**src/rtl/rpsp_pkg.sv**
```systemverilog
// Shared types, opcode constants and field widths for the RISC-V predecoder.
package rpsp_pkg;

	localparam int unsigned XLEN       = 32;
	localparam int unsigned REG_IDX_W  = 5;
	localparam int unsigned IN_DATA_W  = 72;
	localparam int unsigned OUT_DATA_W = 80;

	localparam logic [6:0] OPC_BRANCH    = 7'h63;
	localparam logic [6:0] OPC_JAL       = 7'h6f;
	localparam logic [6:0] OPC_JALR      = 7'h67;
	localparam logic [6:0] OPC_OP        = 7'h33;
	localparam logic [6:0] FUNCT7_MULDIV = 7'h01;
	localparam logic [1:0] QUAD_32BIT    = 2'b11;

	typedef enum logic {
		CMD_PREDECODE = 1'b0,
		CMD_FLUSH     = 1'b1
	} cmd_t;

	typedef enum logic [2:0] {
		MD_MUL    = 3'd0,
		MD_MULH   = 3'd1,
		MD_MULHSU = 3'd2,
		MD_MULHU  = 3'd3,
		MD_DIV    = 3'd4,
		MD_DIVU   = 3'd5,
		MD_REM    = 3'd6,
		MD_REMU   = 3'd7
	} md_kind_t;

	// Multiply/divide description of the instruction in the decode stage.
	typedef struct packed {
		logic                  is_md;
		md_kind_t              kind;
		logic [REG_IDX_W-1:0]  rs1;
		logic [REG_IDX_W-1:0]  rs2;
		logic [REG_IDX_W-1:0]  rd;
	} md_info_t;

	// History update control from the decode stage.
	typedef struct packed {
		logic en;
		logic flush;
	} hist_upd_t;

	function automatic logic kinds_pair(md_kind_t cur, md_kind_t prev);
		logic r;
		r = (cur == MD_MUL && (prev == MD_MULH || prev == MD_MULHSU || prev == MD_MULHU))
			|| (cur == MD_DIV && prev == MD_REM)
			|| (cur == MD_REM && prev == MD_DIV)
			|| (cur == MD_DIVU && prev == MD_REMU)
			|| (cur == MD_REMU && prev == MD_DIVU);
		return r;
	endfunction

endpackage

```
**src/rtl/rpsp_decode.sv**
```systemverilog
// Combinational predecode: size, register fields, immediates and static prediction.
module rpsp_decode (
	input  logic [rpsp_pkg::XLEN-1:0]      pc,
	input  logic [rpsp_pkg::XLEN-1:0]      instr_word,
	output logic [rpsp_pkg::XLEN-1:0]      instr_out,
	output logic                           is_32bit,
	output logic [rpsp_pkg::REG_IDX_W-1:0] rs1_index,
	output logic [rpsp_pkg::REG_IDX_W-1:0] rs2_index,
	output logic                           predicted_taken,
	output logic [rpsp_pkg::XLEN-1:0]      next_pc,
	output rpsp_pkg::md_info_t             md
);
	import rpsp_pkg::*;

	logic [6:0]      opc;
	logic [XLEN-1:0] imm_b;
	logic [XLEN-1:0] imm_j;
	logic [XLEN-1:0] imm_i;
	logic [XLEN-1:0] imm;
	logic [XLEN-1:0] step;

	assign is_32bit  = (instr_word[1:0] == QUAD_32BIT);
	assign opc       = instr_word[6:0];
	assign instr_out = is_32bit ? instr_word : {16'h0000, instr_word[15:0]};
	assign rs1_index = is_32bit ? instr_word[19:15] : '0;
	assign rs2_index = is_32bit ? instr_word[24:20] : '0;

	assign imm_b = {{(XLEN-12){instr_word[31]}}, instr_word[7], instr_word[30:25],
		instr_word[11:8], 1'b0};
	assign imm_j = {{(XLEN-20){instr_word[31]}}, instr_word[19:12], instr_word[20],
		instr_word[30:21], 1'b0};
	assign imm_i = {{(XLEN-12){instr_word[31]}}, instr_word[31:20]};

	always_comb begin
		predicted_taken = 1'b0;
		imm             = imm_i;
		md              = '0;
		if (is_32bit) begin
			case (opc)
				OPC_BRANCH: begin
					imm             = imm_b;
					predicted_taken = instr_word[31];
				end
				OPC_JAL: begin
					imm             = imm_j;
					predicted_taken = 1'b1;
				end
				OPC_JALR: begin
					imm             = imm_i;
					predicted_taken = 1'b1;
				end
				OPC_OP: begin
					md.is_md = (instr_word[31:25] == FUNCT7_MULDIV);
				end
				default: begin
					predicted_taken = 1'b0;
				end
			endcase
		end
		md.kind = md_kind_t'(instr_word[14:12]);
		md.rs1  = instr_word[19:15];
		md.rs2  = instr_word[24:20];
		md.rd   = instr_word[11:7];
	end

	assign step    = is_32bit ? XLEN'(4) : XLEN'(2);
	assign next_pc = pc + (predicted_taken ? imm : step);

endmodule

```
**src/rtl/rpsp_history.sv**
```systemverilog
// Last multiply/divide history and back-to-back pair detection.
module rpsp_history (
	input  logic               clk,
	input  logic               arst_n,
	input  rpsp_pkg::md_info_t cur,
	input  rpsp_pkg::hist_upd_t upd,
	output logic               muldiv_pair
);
	import rpsp_pkg::*;

	logic                 valid_q;
	md_kind_t             kind_q;
	logic [REG_IDX_W-1:0] src1_q;
	logic [REG_IDX_W-1:0] src2_q;
	logic [REG_IDX_W-1:0] dest_q;

	assign muldiv_pair = cur.is_md && valid_q && kinds_pair(cur.kind, kind_q)
		&& cur.rs1 == src1_q && cur.rs2 == src2_q
		&& cur.rs1 != dest_q && cur.rs2 != dest_q;

	always_ff @(posedge clk or negedge arst_n) begin
		if (!arst_n) begin
			valid_q <= 1'b0;
			kind_q  <= MD_MUL;
			src1_q  <= '0;
			src2_q  <= '0;
			dest_q  <= '0;
		end else if (upd.en) begin
			if (upd.flush || !cur.is_md) begin
				valid_q <= 1'b0;
				kind_q  <= MD_MUL;
				src1_q  <= '0;
				src2_q  <= '0;
				dest_q  <= '0;
			end else begin
				valid_q <= 1'b1;
				kind_q  <= cur.kind;
				src1_q  <= cur.rs1;
				src2_q  <= cur.rs2;
				dest_q  <= cur.rd;
			end
		end
	end

endmodule

```
**src/rtl/riscv_predecode_static_predict.sv**
```systemverilog
// Top level of the fetch-stage predecoder with static branch prediction.
//
// Usage: requests enter on the s_axis channel. tuser carries the command
// (predecode or flush); tdata carries pc, the 32-bit instruction word and the
// bus-error flag. Each predecode request yields one result on m_axis; a flush
// request clears the multiply/divide pairing history and yields no result.
// A request is taken into an input register, decoded by short combinational
// logic and the result is captured in an output register. A result is valid
// on m_axis once the output register holds it, so the request passes the
// input register and the output register before it can be taken.
// One request is accepted every cycle as
// long as results drain; the rate is set by the single decode stage.
// When the receiver stalls, the result holds in the output register and the
// input register still fills, after which s_axis_tready drops until the
// output register is freed. Flush requests never wait on the receiver.
// Reset empties both registers and clears the pairing history.
module riscv_predecode_static_predict (
	input  logic                              clk,
	input  logic                              arst_n,
	input  logic                              s_axis_tvalid,
	output logic                              s_axis_tready,
	// tdata from bit 0: pc[31:0], instr_word[31:0], fetch_err, 7 zero bits.
	input  logic [rpsp_pkg::IN_DATA_W-1:0]    s_axis_tdata,
	// tuser: cmd.
	input  logic                              s_axis_tuser,
	output logic                              m_axis_tvalid,
	input  logic                              m_axis_tready,
	// tdata from bit 0: instr_out[31:0], is_32bit, fetch_ok, fetch_err_out,
	// misalign, rs1_index[4:0], rs2_index[4:0], predicted_taken,
	// next_pc[31:0], muldiv_pair.
	output logic [rpsp_pkg::OUT_DATA_W-1:0]   m_axis_tdata
);
	import rpsp_pkg::*;

	// Input stage register.
	logic            valid_s1;
	cmd_t            cmd_s1;
	logic [XLEN-1:0] pc_s1;
	logic [XLEN-1:0] instr_s1;
	logic            berr_s1;

	// Output register.
	logic                  valid_s2;
	logic [OUT_DATA_W-1:0] data_s2;

	logic                 out_free;
	logic                 fire_s1;
	logic                 in_acc;
	logic [XLEN-1:0]      instr_out;
	logic                 is_32bit;
	logic [REG_IDX_W-1:0] rs1_index;
	logic [REG_IDX_W-1:0] rs2_index;
	logic                 predicted_taken;
	logic [XLEN-1:0]      next_pc;
	logic                 muldiv_pair;
	logic                 misalign;
	logic                 fetch_ok;
	md_info_t             md;
	hist_upd_t            upd;

	// The output register can load when it is empty or being drained.
	assign out_free = !valid_s2 || m_axis_tready;
	// A flush retires from the input stage without needing the output register.
	assign fire_s1  = valid_s1 && (cmd_s1 == CMD_FLUSH || out_free);
	assign s_axis_tready = !valid_s1 || fire_s1;
	assign in_acc   = s_axis_tvalid && s_axis_tready;

	always_ff @(posedge clk or negedge arst_n) begin
		if (!arst_n) begin
			valid_s1 <= 1'b0;
		end else if (in_acc) begin
			valid_s1 <= 1'b1;
		end else if (fire_s1) begin
			valid_s1 <= 1'b0;
		end
	end

	always_ff @(posedge clk) begin
		if (in_acc) begin
			cmd_s1   <= cmd_t'(s_axis_tuser);
			pc_s1    <= s_axis_tdata[31:0];
			instr_s1 <= s_axis_tdata[63:32];
			berr_s1  <= s_axis_tdata[64];
		end
	end

	rpsp_decode u_decode (
		.pc              (pc_s1),
		.instr_word      (instr_s1),
		.instr_out       (instr_out),
		.is_32bit        (is_32bit),
		.rs1_index       (rs1_index),
		.rs2_index       (rs2_index),
		.predicted_taken (predicted_taken),
		.next_pc         (next_pc),
		.md              (md)
	);

	// History advances in request order, as each request leaves the input stage.
	assign upd.en    = fire_s1;
	assign upd.flush = (cmd_s1 == CMD_FLUSH);

	rpsp_history u_history (
		.clk         (clk),
		.arst_n      (arst_n),
		.cur         (md),
		.upd         (upd),
		.muldiv_pair (muldiv_pair)
	);

	assign misalign = pc_s1[0];
	assign fetch_ok = !berr_s1 && !misalign;

	always_ff @(posedge clk or negedge arst_n) begin
		if (!arst_n) begin
			valid_s2 <= 1'b0;
		end else if (fire_s1 && cmd_s1 == CMD_PREDECODE) begin
			valid_s2 <= 1'b1;
		end else if (m_axis_tready) begin
			valid_s2 <= 1'b0;
		end
	end

	always_ff @(posedge clk) begin
		if (fire_s1 && cmd_s1 == CMD_PREDECODE) begin
			data_s2 <= {muldiv_pair, next_pc, predicted_taken, rs2_index, rs1_index,
				misalign, berr_s1, fetch_ok, is_32bit, instr_out};
		end
	end

	assign m_axis_tvalid = valid_s2;
	assign m_axis_tdata  = data_s2;

`ifndef SYNTH
	// The fetch_ok flag of a result agrees with its error and alignment flags.
	a_fetch_ok: assert property (@(posedge clk) disable iff (!arst_n)
		m_axis_tvalid |-> m_axis_tdata[33] == !(m_axis_tdata[34] || m_axis_tdata[35]))
		else $error("fetch_ok disagrees with fetch_err_out/misalign");

	// A compressed instruction is never taken, never pairs, has no sources.
	a_compressed: assert property (@(posedge clk) disable iff (!arst_n)
		(m_axis_tvalid && !m_axis_tdata[32]) |->
		(!m_axis_tdata[46] && !m_axis_tdata[79] && m_axis_tdata[45:36] == 10'd0))
		else $error("compressed result carries branch or pair information");

	// An empty input stage always takes a new request.
	a_ready_empty: assert property (@(posedge clk) disable iff (!arst_n)
		!valid_s1 |-> s_axis_tready)
		else $error("input stage empty but not ready");

	// A stalled result stays in the output register.
	a_hold: assert property (@(posedge clk) disable iff (!arst_n)
		(m_axis_tvalid && !m_axis_tready) |=> (m_axis_tvalid && $stable(m_axis_tdata)))
		else $error("stalled result changed");
`endif

endmodule
```
**config.mk**
```make
export PLATFORM = sky130hd
export DESIGN_NAME = riscv_predecode_static_predict
export DESIGN_NICKNAME = d
export VERILOG_FILES = /design/src/rtl/rpsp_pkg.sv /design/src/rtl/rpsp_decode.sv /design/src/rtl/rpsp_history.sv /design/src/rtl/riscv_predecode_static_predict.sv
export SDC_FILE = /design/constraint.sdc
export NUM_CORES = 1
export LEC_CHECK = 0
export BUFFER_PORTS_ARGS = -buffer_cell sky130_fd_sc_hd__buf_2
export CORE_ASPECT_RATIO = 0.6
export CORE_MARGIN = 3
export CORE_UTILIZATION = 41
export DETAILED_ROUTE_END_ITERATION = 6
export GPL_TIMING_DRIVEN = 0
export MAX_ROUTING_LAYER = met4
export SETUP_SLACK_MARGIN = 0.4
export SLEW_MARGIN = 10
export SYNTH_ARGS = -nofsm -noshare
export SYNTH_HDL_FRONTEND = slang
export SYNTH_HIERARCHICAL = 1
export SYNTH_SLANG_ARGS = --single-unit
```
**constraint.sdc**
```tcl
create_clock -name clk -period 11.9 [get_ports clk]
set_input_delay 1.19 -clock clk [delete_from_list [all_inputs] [get_ports clk]]
set_output_delay 1.19 -clock clk [all_outputs]
set_load 0.01 [all_outputs]
```
==> results.md <==
* Outcome: finished clean
* Starting DRT DRC Count at 445
* Power Dens Cells at 150.8 nW/µm²
* Place WS at 7.312 ns
* Ys async rst share at 12.57%
* Maxcap violations at 0
* Adder-Cell Fraction of Synth Area at 3.495%
* Crit-path max FO at 9
* Post-route clock period utilization at 39.70%
* GRT Residual Overflow at 0
* Post_cts resized at 0
* Power share of the clock group at 43.9%
* Flops & latches, synth at 167
* H-tree Lvls at 4
* Net Count, Synth at 662
* GR Util All Layers at 19.35%
* Net Sw Frac at 22.29%
* Combinational share of power at 8.2%
* Setup TNS at 0 ns
* Clk Latency, worst-skew pair at 0.43 ns
* Sequential share of the synthesized area at 63.48%
* Vias in the first global route at 5019
* Remaining DRCs at 0
* Total CTS buffers at 17
* Post-synth EDFFs at 146
* Cells after synthesis at 564
* Slew headroom at 17.84%
* CTS tree: yes
* Simple-gate area share of the yosys netlist at 10.74%
* Routed Antenna Nets at 0
* Post-Synthesis Mean Instance Area at 13.71 µm²
* R2r setup slk at 7.18 ns
* Unrepaired setup endpoints after global routing: false
* Post-synth cell types at 74
* Port bufs at 151
* VDD IR max at 0.00009869 V
* DR vias/cell at 5.150
* Hold Startpoint: berr_s1$_DFFE_PP_
* Die height at 112.4 µm
* WP data arrival at 4.88 ns
* Sink Count at 167
* Least-Margin Pin Slew at 1.221 ns
* DR vias at 5114
* Final Hold Fails at 0
* Hold Path Class: reg -> reg
* Setup crit end kind: flip-flop
* Final WL at 18790 µm
* Smallest setup slack after layout at 7.176 ns
* Period minus WS final at 4.724 ns
* GP Congestion at 0.8235
* Largest net degree at the start of global routing at 29
* Clk_skew at 0.01118 ns
* Initial antenna violation count at 2
* Total setup buffers inserted after CTS at 0
* Core ar. at 18260 µm²
* WS Path Type: reg -> reg
* Setup Viol. Count Final at 0
* WHS Path Cells at 0
* Flop pwr share at 47.9%
* F_max at 211.7 MHz
* Reg-to-reg endpoint: m_axis_tdata[78]$_DFFE_PP_
* Min-Delay Endpoint: m_axis_tdata[34]$_DFFE_PP_
* Post-synth top flop: edfxtp_1
* Critical Path Start: instr_s1[1]$_DFFE_PP_
* Cell internal pwr at 1.122 mW
* Starting Density at 42.36%
* Post-DP HPWL at 13790 µm
* Critical Path RT at 12.06 ns
* Num rows at 38
* Fill count at 1567
* Die width at 183.3 µm
* Die ar. at 20600 µm²
* Startpoint Class: flip-flop
* Synth Area in XOR/XNOR at 4.983%
* Worst r2r path cells at 12
* Clock slew seen by the registers of the worst setup and hold paths at 0.06 ns
* First-pass GRT wire length at 29070 µm
* Final nets at 836
* P_leak at 4.062 nW
* DR WL/cell at 18.92 µm
* Synth Warn # at 6
* Pins Over Slew Limit at 0
* Layout cells sized above 1 at 35.02%
* Net Sw Power at 322.0 µW
* Root Buffer: clkbuf_16
* Largest family of logic cells by synthesized area: simple AND/OR/NAND/NOR gates
* Syn Std Cell Area at 7734 µm²
* Worst R2R Start: instr_s1[1]$_DFFE_PP_
* Synth Area in Compound Gates at 9.772%
* CTS Hold Bufs at 0
* Multiplexer share of the synthesized area at 1.553%
* # IOs at 159
* Synth-to-layout area growth at 23.86%
* Drt first pass iters at 5
* Max Root-Sink Buffers at 2
[through the flow]
stage	util (%)	cells	hold slack, ns	area, µm²	total power, mW
global placement	48.14	955	0.4326	8790	0.8202
CTS	52.44	991	0.4546	9574	1.461
detailed placement	48.75	959	0.4399	8900	0.8234
finish	52.47	993	0.4544	9579	1.445
floorplan	-	564	0.4272	7734	0.7687
global route	52.47	993	0.4647	9579	1.497
[critical path: stages (launching register included)]
cell and delay (ns):
edfxtp_1 0.50, nand2_1 0.25, nor4_1 1.03, and2_1 0.27
a221o_1 0.23, ha_1 0.28, a211oi_2 0.28, o211ai_1 0.24
nand3_2 0.19, a41oi_4 0.17, o41ai_4 0.56, mux2i_1 0.34
xor2_1 0.11
[cells by family after synthesis]
kind of cell,count (synthesis)
mux,12
simple gates,147
xor+xnor,44
compound gates,97
buf+inv,76
fa+ha+maj,21
flops,167
[cells in the mapped netlist, types with 7 or more instances]
cell        n  share of area (%)
dfrtp_1    21                6.8
nor2_1     29                1.4
a21oi_1    27                1.7
edfxtp_1  146                 57
nand2_1    26                1.3
nand3_1    10               0.65
nand2b_1    7               0.57
xor2_1     21                2.4
inv_1      23                1.1
xnor2_1    23                2.6
and2_1      9               0.73
nor3_1      8               0.52
a22o_1     16                1.8
ha_1       20                3.2
o21ai_0     9               0.58
mux2i_1    12                1.6
buf_4      44                4.3
and3_1     21                1.7
[layout by cell type (no fill, tap or decap), drive strengths merged, types with 7 or more instances in the layout]
cell	synthesis	routed
ha	20	20
clkbuf	5	22
xor2	21	21
o21ai	11	11
mux2i	12	12
nand2b	7	7
edfxtp	146	146
a21oi	29	29
nor2	30	30
and2	9	9
xnor2	23	23
nor3	8	8
nand3	12	12
inv	24	27
and3	23	23
dfrtp	21	21
nand2	26	26
a22o	17	17
buf	47	202
[worst max path at each step]
| stage | to | slack [ns] |
|---|---|---|
| after CTS | m_axis_tdata[78]$_DFFE_PP_ | 7.22 |
| after global routing | m_axis_tdata[78]$_DFFE_PP_ | 6.96 |
| after detailed placement | m_axis_tdata[78]$_DFFE_PP_ | 7.31 |
| after floorplan | m_axis_tdata[0]$_DFFE_PP_ | 6.50 |
| after global placement | m_axis_tdata[61]$_DFFE_PP_ | 4.59 |
| final | m_axis_tdata[78]$_DFFE_PP_ | 7.18 |
[area by class of cell]
type | instances | area (µm²) | share of cell area (%)
flip-flops and latches | 167 | 4910 | 51.25
multi-input cells | 321 | 2377 | 24.82
repair buffers | 155 | 850.8 | 8.882
clock buffers | 17 | 425.4 | 4.441
plain buffers | 52 | 371.6 | 3.879
well taps | 240 | 300.3 | 3.135
clock inverters | 15 | 249.0 | 2.599
inverters | 24 | 90.09 | 0.9404
diodes | 2 | 5.005 | 0.05225
[power groups by stage]
stage               sequential [mW]  clock [mW]  combinational [mW]
floorplan                     0.709           0              0.0595
finish                        0.692       0.634               0.118
global placement              0.710           0               0.110
CTS                           0.693       0.648               0.120
global route                  0.696       0.671               0.130
detailed placement            0.705           0               0.119
[routing by layer]
metal	up-vias	GRT usage, %	part of all wire (%)	routed length [µm]
met5	-	-	0	0
met2	212	25.52	41	7720
met3	13	5.602	7.6	1426
met4	0	4.615	0.68	127
li1	2416	-	-	-
met1	2473	29.28	51	9518
[state kept, by name (all words and copies together), names as in the netlist]
register           flops
u_history/valid_q      1
u_history/src2_q       5
m_axis_tdata          80
valid_s1               1
berr_s1                1
m_axis_tvalid          1
instr_s1              32
u_history/src1_q       5
pc_s1                 32
u_history/kind_q       3
cmd_s1                 1
u_history/dest_q       5
Power figures use the tool's default switching activity.
